===== config.mk =====
export PLATFORM = sky130hd
export DESIGN_NAME = btheap_ctrl
export DESIGN_NICKNAME = d
export VERILOG_FILES = /design/src/hw/rtl/btheap_pkg.sv /design/src/hw/rtl/btheap_ctrl.sv
export SDC_FILE = /design/constraint.sdc
export NUM_CORES = 1
export LEC_CHECK = 0
export BUFFER_PORTS_ARGS = -buffer_cell sky130_fd_sc_hd__buf_2
export CAP_MARGIN = 25
export CORE_AREA = 8 8 60 62
export DETAILED_ROUTE_END_ITERATION = 7
export DIE_AREA = 0 0 68 70
export PLACE_DENSITY = 0.77
export SLEW_MARGIN = 10
export SYNTH_ARGS = -nofsm -noshare
export SYNTH_HDL_FRONTEND = slang
export SYNTH_SLANG_ARGS = --single-unit

===== constraint.sdc =====
create_clock -name clk -period 2.2 [get_ports clk]
set_clock_uncertainty 0.1 [all_clocks]
set_input_delay 0.66 -clock clk [delete_from_list [all_inputs] [get_ports clk]]
set_output_delay 0.66 -clock clk [all_outputs]
set_load 0.02 [all_outputs]

===== src/hw/rtl/btheap_pkg.sv =====
// Shared types and constants for the boundary-tag first-fit heap.
// Holds field widths, operation and status codes, FSM states and the
// command and flag structs between the controller and the datapath.
package btheap_pkg;

    localparam int KIND_W   = 2;
    localparam int SIZE_W   = 13;
    localparam int ADDR_W   = 10;
    localparam int STATUS_W = 3;
    localparam int CNT_W    = 10;
    localparam int OVER_W   = 11;

    typedef enum logic [KIND_W-1:0] {
        KIND_INIT,
        KIND_ALLOC,
        KIND_FREE,
        KIND_STATS
    } kind_t;

    localparam logic [STATUS_W-1:0] ST_OK     = 3'd0;
    localparam logic [STATUS_W-1:0] ST_RANGE  = 3'd1;
    localparam logic [STATUS_W-1:0] ST_BAD    = 3'd2;
    localparam logic [STATUS_W-1:0] ST_NOFIT  = 3'd3;
    localparam logic [STATUS_W-1:0] ST_NOINIT = 3'd4;

    typedef enum logic [4:0] {
        OP_IDLE,
        OP_LATCH,
        OP_INIT_LO,
        OP_INIT_HI,
        OP_RD_H,
        OP_SCAN,
        OP_SPLIT0,
        OP_SPLIT1,
        OP_SPLIT2,
        OP_SPLIT3,
        OP_RD_END,
        OP_END_CK,
        OP_WR_H_NEG,
        OP_WR_END_NEG,
        OP_HDR_CK,
        OP_RD_HM1,
        OP_PREV_CK,
        OP_RD_AUX,
        OP_PREV_TAKE,
        OP_MG_RD,
        OP_MG_CK,
        OP_MG_W0,
        OP_MG_W1,
        OP_NXT_CK,
        OP_ST_STEP
    } dp_op_t;

    typedef enum logic [5:0] {
        S_IDLE,
        S_DECODE,
        S_INIT_LO,
        S_INIT_HI,
        S_SCAN_RD,
        S_SCAN,
        S_AL_SPLIT0,
        S_AL_SPLIT1,
        S_AL_SPLIT2,
        S_AL_SPLIT3,
        S_AL_RD_END,
        S_AL_END_CK,
        S_AL_WR_H,
        S_AL_WR_END,
        S_FR_RD_H,
        S_FR_H_CK,
        S_FR_RD_END,
        S_FR_END_CK,
        S_FR_WR_H,
        S_FR_WR_END,
        S_FR_RD_HM1,
        S_FR_PREV_CK,
        S_FR_RD_PREV,
        S_FR_PREV_TAG,
        S_MG_RD,
        S_MG_CK,
        S_MG_W0,
        S_MG_W1,
        S_FR_RELOAD,
        S_FR_NXT_CK,
        S_FR_NXT_TAG,
        S_ST_RD,
        S_ST_WALK,
        S_ST_FIN
    } ctl_state_t;

    typedef struct packed {
        dp_op_t               op;
        logic                 finish;
        logic [STATUS_W-1:0]  status;
    } dp_cmd_t;

    typedef struct packed {
        logic  ready;
        kind_t kind;
        logic  words_zero;
        logic  free_oob;
        logic  h_zero;
        logic  rd_neg;
        logic  rd_pos;
        logic  end_oob;
        logic  next_oob;
        logic  fit;
        logic  split;
        logic  mismatch;
        logic  prev_skip;
        logic  ls_oob;
        logic  le_oob;
    } dp_flags_t;

endpackage


===== src/hw/rtl/btheap_ctrl.sv =====
// Controller state machine of the heap: sequences init, allocate, free with
// merging, and the statistics walk. Uses btheap_pkg; drives btheap_dp.
module btheap_ctrl (
    input  logic                   clk,
    input  logic                   rst_n,
    input  logic                   start,
    input  btheap_pkg::dp_flags_t  flags,
    output btheap_pkg::dp_cmd_t    cmd,
    output logic                   busy
);
    import btheap_pkg::*;

    ctl_state_t state_reg, state_next;
    logic       phase_reg, phase_next;
    ctl_state_t mg_return;

    assign mg_return = phase_reg ? S_IDLE : S_FR_RELOAD;

    always_comb
    begin
        state_next = state_reg;
        phase_next = phase_reg;
        case (state_reg)
            S_IDLE:
            begin
                if (start)
                    state_next = S_DECODE;
            end
            S_DECODE:
            begin
                if (flags.kind == KIND_INIT)
                    state_next = S_INIT_LO;
                else if (!flags.ready)
                    state_next = S_IDLE;
                else
                begin
                    case (flags.kind)
                        KIND_ALLOC:
                            state_next = flags.words_zero ? S_IDLE : S_SCAN_RD;
                        KIND_FREE:
                            state_next = flags.free_oob ? S_IDLE : S_FR_RD_H;
                        default:
                            state_next = S_ST_RD;
                    endcase
                end
            end
            S_INIT_LO:   state_next = S_INIT_HI;
            S_INIT_HI:   state_next = S_IDLE;
            S_SCAN_RD:   state_next = S_SCAN;
            S_SCAN:
            begin
                if (flags.fit)
                    state_next = flags.split ? S_AL_SPLIT0 : S_AL_RD_END;
                else if (flags.next_oob)
                    state_next = S_IDLE;
            end
            S_AL_SPLIT0: state_next = S_AL_SPLIT1;
            S_AL_SPLIT1: state_next = S_AL_SPLIT2;
            S_AL_SPLIT2: state_next = S_AL_SPLIT3;
            S_AL_SPLIT3: state_next = S_IDLE;
            S_AL_RD_END: state_next = S_AL_END_CK;
            S_AL_END_CK:
                state_next = (flags.mismatch || flags.rd_pos) ? S_IDLE : S_AL_WR_H;
            S_AL_WR_H:   state_next = S_AL_WR_END;
            S_AL_WR_END: state_next = S_IDLE;
            S_FR_RD_H:   state_next = S_FR_H_CK;
            S_FR_H_CK:
                state_next = (flags.rd_neg || flags.end_oob) ? S_IDLE : S_FR_RD_END;
            S_FR_RD_END: state_next = S_FR_END_CK;
            S_FR_END_CK:
                state_next = (flags.rd_neg || flags.mismatch) ? S_IDLE : S_FR_WR_H;
            S_FR_WR_H:   state_next = S_FR_WR_END;
            S_FR_WR_END:
                state_next = flags.h_zero ? S_FR_RELOAD : S_FR_RD_HM1;
            S_FR_RD_HM1: state_next = S_FR_PREV_CK;
            S_FR_PREV_CK:
                state_next = flags.prev_skip ? S_FR_RELOAD : S_FR_RD_PREV;
            S_FR_RD_PREV: state_next = S_FR_PREV_TAG;
            S_FR_PREV_TAG:
            begin
                if (flags.rd_neg)
                begin
                    state_next = S_MG_RD;
                    phase_next = 1'b0;
                end
                else
                    state_next = S_FR_RELOAD;
            end
            S_MG_RD:
                state_next = flags.ls_oob ? mg_return : S_MG_CK;
            S_MG_CK:
                state_next = flags.le_oob ? mg_return : S_MG_W0;
            S_MG_W0:     state_next = S_MG_W1;
            S_MG_W1:     state_next = mg_return;
            S_FR_RELOAD: state_next = S_FR_NXT_CK;
            S_FR_NXT_CK:
                state_next = flags.next_oob ? S_IDLE : S_FR_NXT_TAG;
            S_FR_NXT_TAG:
            begin
                if (flags.rd_neg)
                begin
                    state_next = S_MG_RD;
                    phase_next = 1'b1;
                end
                else
                    state_next = S_IDLE;
            end
            S_ST_RD:     state_next = S_ST_WALK;
            S_ST_WALK:
            begin
                if (flags.next_oob)
                    state_next = S_ST_FIN;
            end
            S_ST_FIN:    state_next = S_IDLE;
            default:     state_next = S_IDLE;
        endcase
    end

    always_comb
    begin
        cmd.op     = OP_IDLE;
        cmd.finish = 1'b0;
        cmd.status = ST_OK;
        busy       = (state_reg != S_IDLE);
        case (state_reg)
            S_IDLE:
            begin
                if (start)
                    cmd.op = OP_LATCH;
            end
            S_DECODE:
            begin
                if (flags.kind != KIND_INIT)
                begin
                    if (!flags.ready)
                    begin
                        cmd.finish = 1'b1;
                        cmd.status = ST_NOINIT;
                    end
                    else if (flags.kind == KIND_ALLOC && flags.words_zero)
                    begin
                        cmd.finish = 1'b1;
                        cmd.status = ST_NOFIT;
                    end
                    else if (flags.kind == KIND_FREE && flags.free_oob)
                    begin
                        cmd.finish = 1'b1;
                        cmd.status = ST_RANGE;
                    end
                end
            end
            S_INIT_LO:
                cmd.op = OP_INIT_LO;
            S_INIT_HI:
            begin
                cmd.op     = OP_INIT_HI;
                cmd.finish = 1'b1;
            end
            S_SCAN_RD, S_FR_RD_H, S_FR_RELOAD, S_ST_RD:
                cmd.op = OP_RD_H;
            S_SCAN:
            begin
                cmd.op = OP_SCAN;
                if (!flags.fit && flags.next_oob)
                begin
                    cmd.finish = 1'b1;
                    cmd.status = ST_NOFIT;
                end
            end
            S_AL_SPLIT0:
                cmd.op = OP_SPLIT0;
            S_AL_SPLIT1:
                cmd.op = OP_SPLIT1;
            S_AL_SPLIT2:
                cmd.op = OP_SPLIT2;
            S_AL_SPLIT3:
            begin
                cmd.op     = OP_SPLIT3;
                cmd.finish = 1'b1;
            end
            S_AL_RD_END, S_FR_RD_END:
                cmd.op = OP_RD_END;
            S_AL_END_CK:
            begin
                cmd.op = OP_END_CK;
                if (flags.mismatch || flags.rd_pos)
                begin
                    cmd.finish = 1'b1;
                    cmd.status = ST_BAD;
                end
            end
            S_AL_WR_H, S_FR_WR_H:
                cmd.op = OP_WR_H_NEG;
            S_AL_WR_END:
            begin
                cmd.op     = OP_WR_END_NEG;
                cmd.finish = 1'b1;
            end
            S_FR_H_CK:
            begin
                cmd.op = OP_HDR_CK;
                if (flags.rd_neg || flags.end_oob)
                begin
                    cmd.finish = 1'b1;
                    cmd.status = ST_BAD;
                end
            end
            S_FR_END_CK:
            begin
                cmd.op = OP_END_CK;
                if (flags.rd_neg || flags.mismatch)
                begin
                    cmd.finish = 1'b1;
                    cmd.status = ST_BAD;
                end
            end
            S_FR_WR_END:
                cmd.op = OP_WR_END_NEG;
            S_FR_RD_HM1:
                cmd.op = OP_RD_HM1;
            S_FR_PREV_CK:
                cmd.op = OP_PREV_CK;
            S_FR_RD_PREV:
                cmd.op = OP_RD_AUX;
            S_FR_PREV_TAG:
            begin
                if (flags.rd_neg)
                    cmd.op = OP_PREV_TAKE;
            end
            S_MG_RD:
            begin
                cmd.op     = OP_MG_RD;
                cmd.finish = flags.ls_oob && phase_reg;
            end
            S_MG_CK:
            begin
                cmd.op     = OP_MG_CK;
                cmd.finish = flags.le_oob && phase_reg;
            end
            S_MG_W0:
                cmd.op = OP_MG_W0;
            S_MG_W1:
            begin
                cmd.op     = OP_MG_W1;
                cmd.finish = phase_reg;
            end
            S_FR_NXT_CK:
            begin
                cmd.op     = OP_NXT_CK;
                cmd.finish = flags.next_oob;
            end
            S_FR_NXT_TAG:
                cmd.finish = !flags.rd_neg;
            S_ST_WALK:
                cmd.op = OP_ST_STEP;
            S_ST_FIN:
                cmd.finish = 1'b1;
            default:
                cmd.op = OP_IDLE;
        endcase
    end

    always_ff @(posedge clk or negedge rst_n)
    begin
        if (!rst_n)
        begin
            state_reg <= S_IDLE;
            phase_reg <= 1'b0;
        end
        else
        begin
            state_reg <= state_next;
            phase_reg <= phase_next;
        end
    end

endmodule


==> impl_metrics.env, run 1 <==
export IMPL_outcome="aborted with a tool error"
export IMPL_stop_stage="global routing"
export IMPL_stop_error="[ERROR GRT-0232] Routing congestion too high. Check the congestion heatmap in the GUI."
export IMPL_numPortBuffers=28
export IMPL_synth_top_family_by_area="simple AND/OR/NAND/NOR gates"
export IMPL_yosysSeqAreaShare=0.1218
export IMPL_synth_cells=204
export IMPL_worstEndpointType="primary output"
export IMPL_async_flop_share=1.000
export IMPL_ys_types=60
export IMPL_numCtsBuffers=3
export IMPL_avgSynthCellArea_um2=7.047
export IMPL_htreeDepth=1
export IMPL_grt_worst_setup_endpoint="cmd[3]"
export IMPL_ios=29
export IMPL_row_count=19
export IMPL_numClockSinks=7
export IMPL_cts_root_buf="clkbuf_4"
export IMPL_synthMuxAreaShare=0.02872
export IMPL_synth_fp_nets=227
export IMPL_synth_compound_area_frac=0.3290
export IMPL_synth_top_area_frac=0.1218
export IMPL_die_w_um=68
export IMPL_syn_area_um2=1438
export IMPL_grt_usage=0.6463
export IMPL_yosys_area_top_type="dfrtp_1"
export IMPL_initial_core_util=0.5399
export IMPL_synth_edf_count=0
export IMPL_synth_simple_area_share=0.3690
export IMPL_cts_buffer_depth=2
export IMPL_synthAdderAreaFrac=0.03481
export IMPL_grt_max_degree=18
export IMPL_hpwl_um=4338
export IMPL_ys_flop_type="dfrtp_1"
export IMPL_ys_ff_latch=7
export IMPL_synthXorXnorAreaFrac=0.006092
export IMPL_yosysWarningCount=0
export IMPL_gp_congestion=0.9437
export IMPL_yosys_top_cells_area="dfrtp_1, nand2_1, o21ai_0"
export IMPL_die_height_um=70
export IMPL_grt_overflow_total=39
export IMPL_cts_hold_buf=0
[routing by layer]
layer	GRT overflow	track usage
met1	1	0.6507
met2	19	0.7484
met3	1	0.5582
met4	18	0.6469
met5	0	0.05000
[Yosys cell counts (all sizes together), types with 2 or more instances]
cell type / count
a2111oi: 2
o211ai: 2
nor3: 6
o311ai: 2
inv: 10
nand2: 24
nand4b: 2
nor2b: 2
nand3b: 3
nand4: 5
a311oi: 2
o21ai: 20
o32ai: 2
buf: 16
nand3: 9
o22ai: 7
a211oi: 2
mux2i: 3
ha: 4
nand2b: 6
nor2: 18
a21boi: 2
a21oi: 16
and2: 2
nor4b: 2
dfrtp: 7
and2b: 3
a22oi: 3
a31oi: 2
a21o: 2
nor4: 2
[through the flow]
step           std cells  setup TNS, ps  worst slack (ps)  area, um2
2_1_floorplan        204         -200.8            -137.9       1474
4_1_cts              328          -2649            -371.5       2336
3_5_place_dp         312          -1644            -448.7       2052
3_3_place_gp         312          -1404            -399.3       2052
[cell families after synthesis]
logic type                 Yosys count
and+or+nand+nor                     91
AOI/OAI and AO/OA                   70
buffers and inverters               27
DFF                                  7
muxes                                4
adders and majority gates            4
xor gates and xnor gates             1
[timing repair]
item | in CTS
cloned | 1
setup buffers | 11
pin swaps | 11
endpoints found under the setup margin | 10
gates resized for setup | 40
==> inputs of run 2 (changes only) <==
Settings changed: CORE_AREA 8 8 60 62 to 8 8 69 71, DIE_AREA 0 0 68 70 to 0 0 77 79, PLACE_DENSITY 0.77 to unset, PLACE_DENSITY_LB_ADDON set to 0.15.
==> impl_metrics.env, run 2 <==
export IMPL_crit_fanout=2
export IMPL_synth_top_area_frac=0.1218
export IMPL_synth_edf_count=0
export IMPL_worst_r2r_endpoint="state_reg[2]"
export IMPL_min_period_over_period=1.192
export IMPL_power_density_nw_per_um2=1238
export IMPL_largest_reg_flops=6
export IMPL_p_switching_mw=1.570
export IMPL_maxSlewViolCount=0
export IMPL_dr_pass1_iters=4
export IMPL_setup_violations=11
export IMPL_ios=29
export IMPL_core_um2=3799
export IMPL_rr_worst_depth=10
export IMPL_layout_nets=352
export IMPL_avgSynthCellArea_um2=7.047
export IMPL_top_layer_used="met4"
export IMPL_grt_max_degree=24
export IMPL_outcome="finished with violations"
export IMPL_cpPeakStageDelay_ps=290
export IMPL_swShare=0.4600
export IMPL_crit_arrival_ps=1860
export IMPL_yosysWarningCount=0
export IMPL_worstSetupPathType="in2out"
export IMPL_syn_area_um2=1438
export IMPL_ant_nets=0
export IMPL_n_antenna_cell=0
export IMPL_start_kind="input port"
export IMPL_power_leakage_nw=1.283
export IMPL_max_freq_ghz=0.3814
export IMPL_yosysMostFrequentCell="nand2_1"
export IMPL_internal_power_mw=1.843
export IMPL_layout_commonest_cell="buf_4"
export IMPL_fin_crit_ps=2622
export IMPL_drc=0
export IMPL_route_vias_total=2178
export IMPL_async_flop_share=1.000
export IMPL_htreeDepth=1
export IMPL_met1_length_um=2697
export IMPL_dr_wl_met3_um=375
export IMPL_reg2reg_from="state_reg[2]"
export IMPL_cts_buffer_depth=2
export IMPL_clkPwrFrac=0.052
export IMPL_mostFrequentLayoutCells="buf_4, buf_6, nand2_1"
export IMPL_cap_violations=0
export IMPL_grt_first_pass_wirelength_um=10030
export IMPL_ys_flop_type="dfrtp_1"
export IMPL_violations="negative setup slack"
export IMPL_drtIter0Drc=210
export IMPL_cts_hold_buf=0
export IMPL_dieArea_um2=6083
export IMPL_combPwrFrac=0.870
export IMPL_multiInputGateArea_um2=1303
export IMPL_wirelength_um=6860
export IMPL_seqPwrFrac=0.078
export IMPL_area_delta_synth_final_pct=91.82
export IMPL_timing_slew_headroom=0.7630
export IMPL_hpwl_um=4330
export IMPL_clkTransAtPathRegs_ps=40
export IMPL_cts_root_buf="clkbuf_8"
export IMPL_rsz0062_at_grt="yes"
export IMPL_finalHoldViolCount=0
export IMPL_insertion_delay_ps=220
export IMPL_die_height_um=79
export IMPL_synth_common_cells="nand2_1, nor2_1, o21ai_0"
export IMPL_worstPathRequired_ps=1440
export IMPL_yosys_top_cells_area="dfrtp_1, nand2_1, o21ai_0"
export IMPL_nFillCells=313
export IMPL_holdCritPathClass="in2async"
export IMPL_seq_area_um2=182.7
export IMPL_synth_cells=204
export IMPL_grt_pass1_vias=2069
export IMPL_initial_core_util=0.3785
export IMPL_fin_ws_ps=-422.1
export IMPL_die_w_um=77
export IMPL_numClockSinks=7
export IMPL_wl_per_cell_um=18.15
export IMPL_synth_fp_nets=227
export IMPL_cp_end_kind="primary output"
export IMPL_gp_congestion=0.8514
export IMPL_grt_usage=0.1968
export IMPL_dp_cells=337
export IMPL_yosys_area_top_type="dfrtp_1"
export IMPL_cts_tree="built"
export IMPL_numPortBuffers=28
export IMPL_numCtsBuffers=3
export IMPL_ys_types=60
export IMPL_ys_ff_latch=7
export IMPL_layout_drive_gt1_share=0.5732
export IMPL_cp_slowest_cell="o311ai_4"
export IMPL_row_count=23
export IMPL_r2r_setup_slack_ps=-140
export IMPL_grt_overflow_total=0
export IMPL_ir_drop_uv=733.1
export IMPL_max_slew_worst_pin_slew_ps=354.0
export IMPL_viasPerCell=5.762
export IMPL_wl_met2_um=3447
export IMPL_dpl_worst_slack_ps=-468.4
export IMPL_antenna_found_initial=0
export IMPL_yosysSeqAreaShare=0.1218
export IMPL_worstPathCellList="buf_2 -> nor2b_2 -> o22ai_2 -> nor3b_2 -> a21oi_1 -> o311ai_4 -> buf_6"
export IMPL_final_cells=378
run 2: worst max-delay path, delay by kind of cell:
family	cells	cell delay [ps]
compound gates	3	540
buf+inv	2	240
simple gates	2	430
run 2: stage by stage:
stage	util	hold slack, ps	TNS, ps	instance area [um2]	power [mW]
after global placement	0.5550	394.5	-1779	2108	2.317
after CTS	0.6719	168.3	-2163	2552	3.005
after floorplan	-	264.4	-200.8	1474	1.463
after detailed placement	0.5550	401.9	-1905	2108	2.321
final	0.7260	161.0	-2797	2758	3.413
after global routing	0.7260	177.6	-3458	2758	3.604
run 2: final cells by class:
cell class | instances | area share
clock buffers | 4 | 0.01633
inverters | 10 | 0.01815
multi-input cells | 170 | 0.4723
flip-flops and latches | 7 | 0.06624
well taps | 50 | 0.02269
repair buffers | 137 | 0.4043
run 2: timing repair:
| action | 4_1_cts | 5_1_grt |
|---|---|---|
| resized for setup | 57 | 20 |
| endpoints found under the setup margin | 10 | 10 |
| setup buffers | 23 | 13 |
| cloned | 0 | 1 |
| pin swaps | 24 | 20 |
run 2: worst max path at each step:
stage | start | endpoint | slack, ps | depth (start not counted)
2_1_floorplan | flags[13] | cmd[3] | -140 | 6
3_3_place_gp | flags[13] | cmd[3] | -410 | 8
3_5_place_dp | flags[13] | cmd[3] | -470 | 8
4_1_cts | flags[8] | cmd[3] | -370 | 7
5_1_grt | flags[1] | cmd[3] | -470 | 7
6_report | flags[1] | cmd[3] | -420 | 7
run 2: metal layers:
| metal | vias up | global-route usage |
|---|---|---|
| met5 | - | 0 |
| met3 | 23 | 0.02822 |
| met1 | 1036 | 0.2298 |
| met2 | 107 | 0.3560 |
| li1 | 1012 | - |
| met4 | 0 | 0.07547 |
run 2: logic make-up (layout without fill, tap and decap cells):
kind of cell / count (synthesis) / in the layout / share of synthesized area
and+or+nand+nor: 91 / 91 / 0.3690
adders and majority gates: 4 / 4 / 0.03481
buffers and inverters: 27 / 151 / 0.1105
DFF: 7 / 7 / 0.1218
muxes: 4 / 4 / 0.02872
AOI/OAI and AO/OA: 70 / 70 / 0.3290
xor gates and xnor gates: 1 / 1 / 0.006093
run 2: power by group through the flow:
| stage | Combinational, mW | Clock [mW] | Sequential (mW) |
|---|---|---|---|
| 5_1_grt | 3.15 | 0.185 | 0.267 |
| 2_1_floorplan | 1.26 | 0 | 0.202 |
| 6_report | 2.97 | 0.179 | 0.265 |
| 3_3_place_gp | 2.06 | 0 | 0.254 |
| 3_5_place_dp | 2.07 | 0 | 0.252 |
| 4_1_cts | 2.58 | 0.179 | 0.249 |
Power figures use the tool's default switching activity.
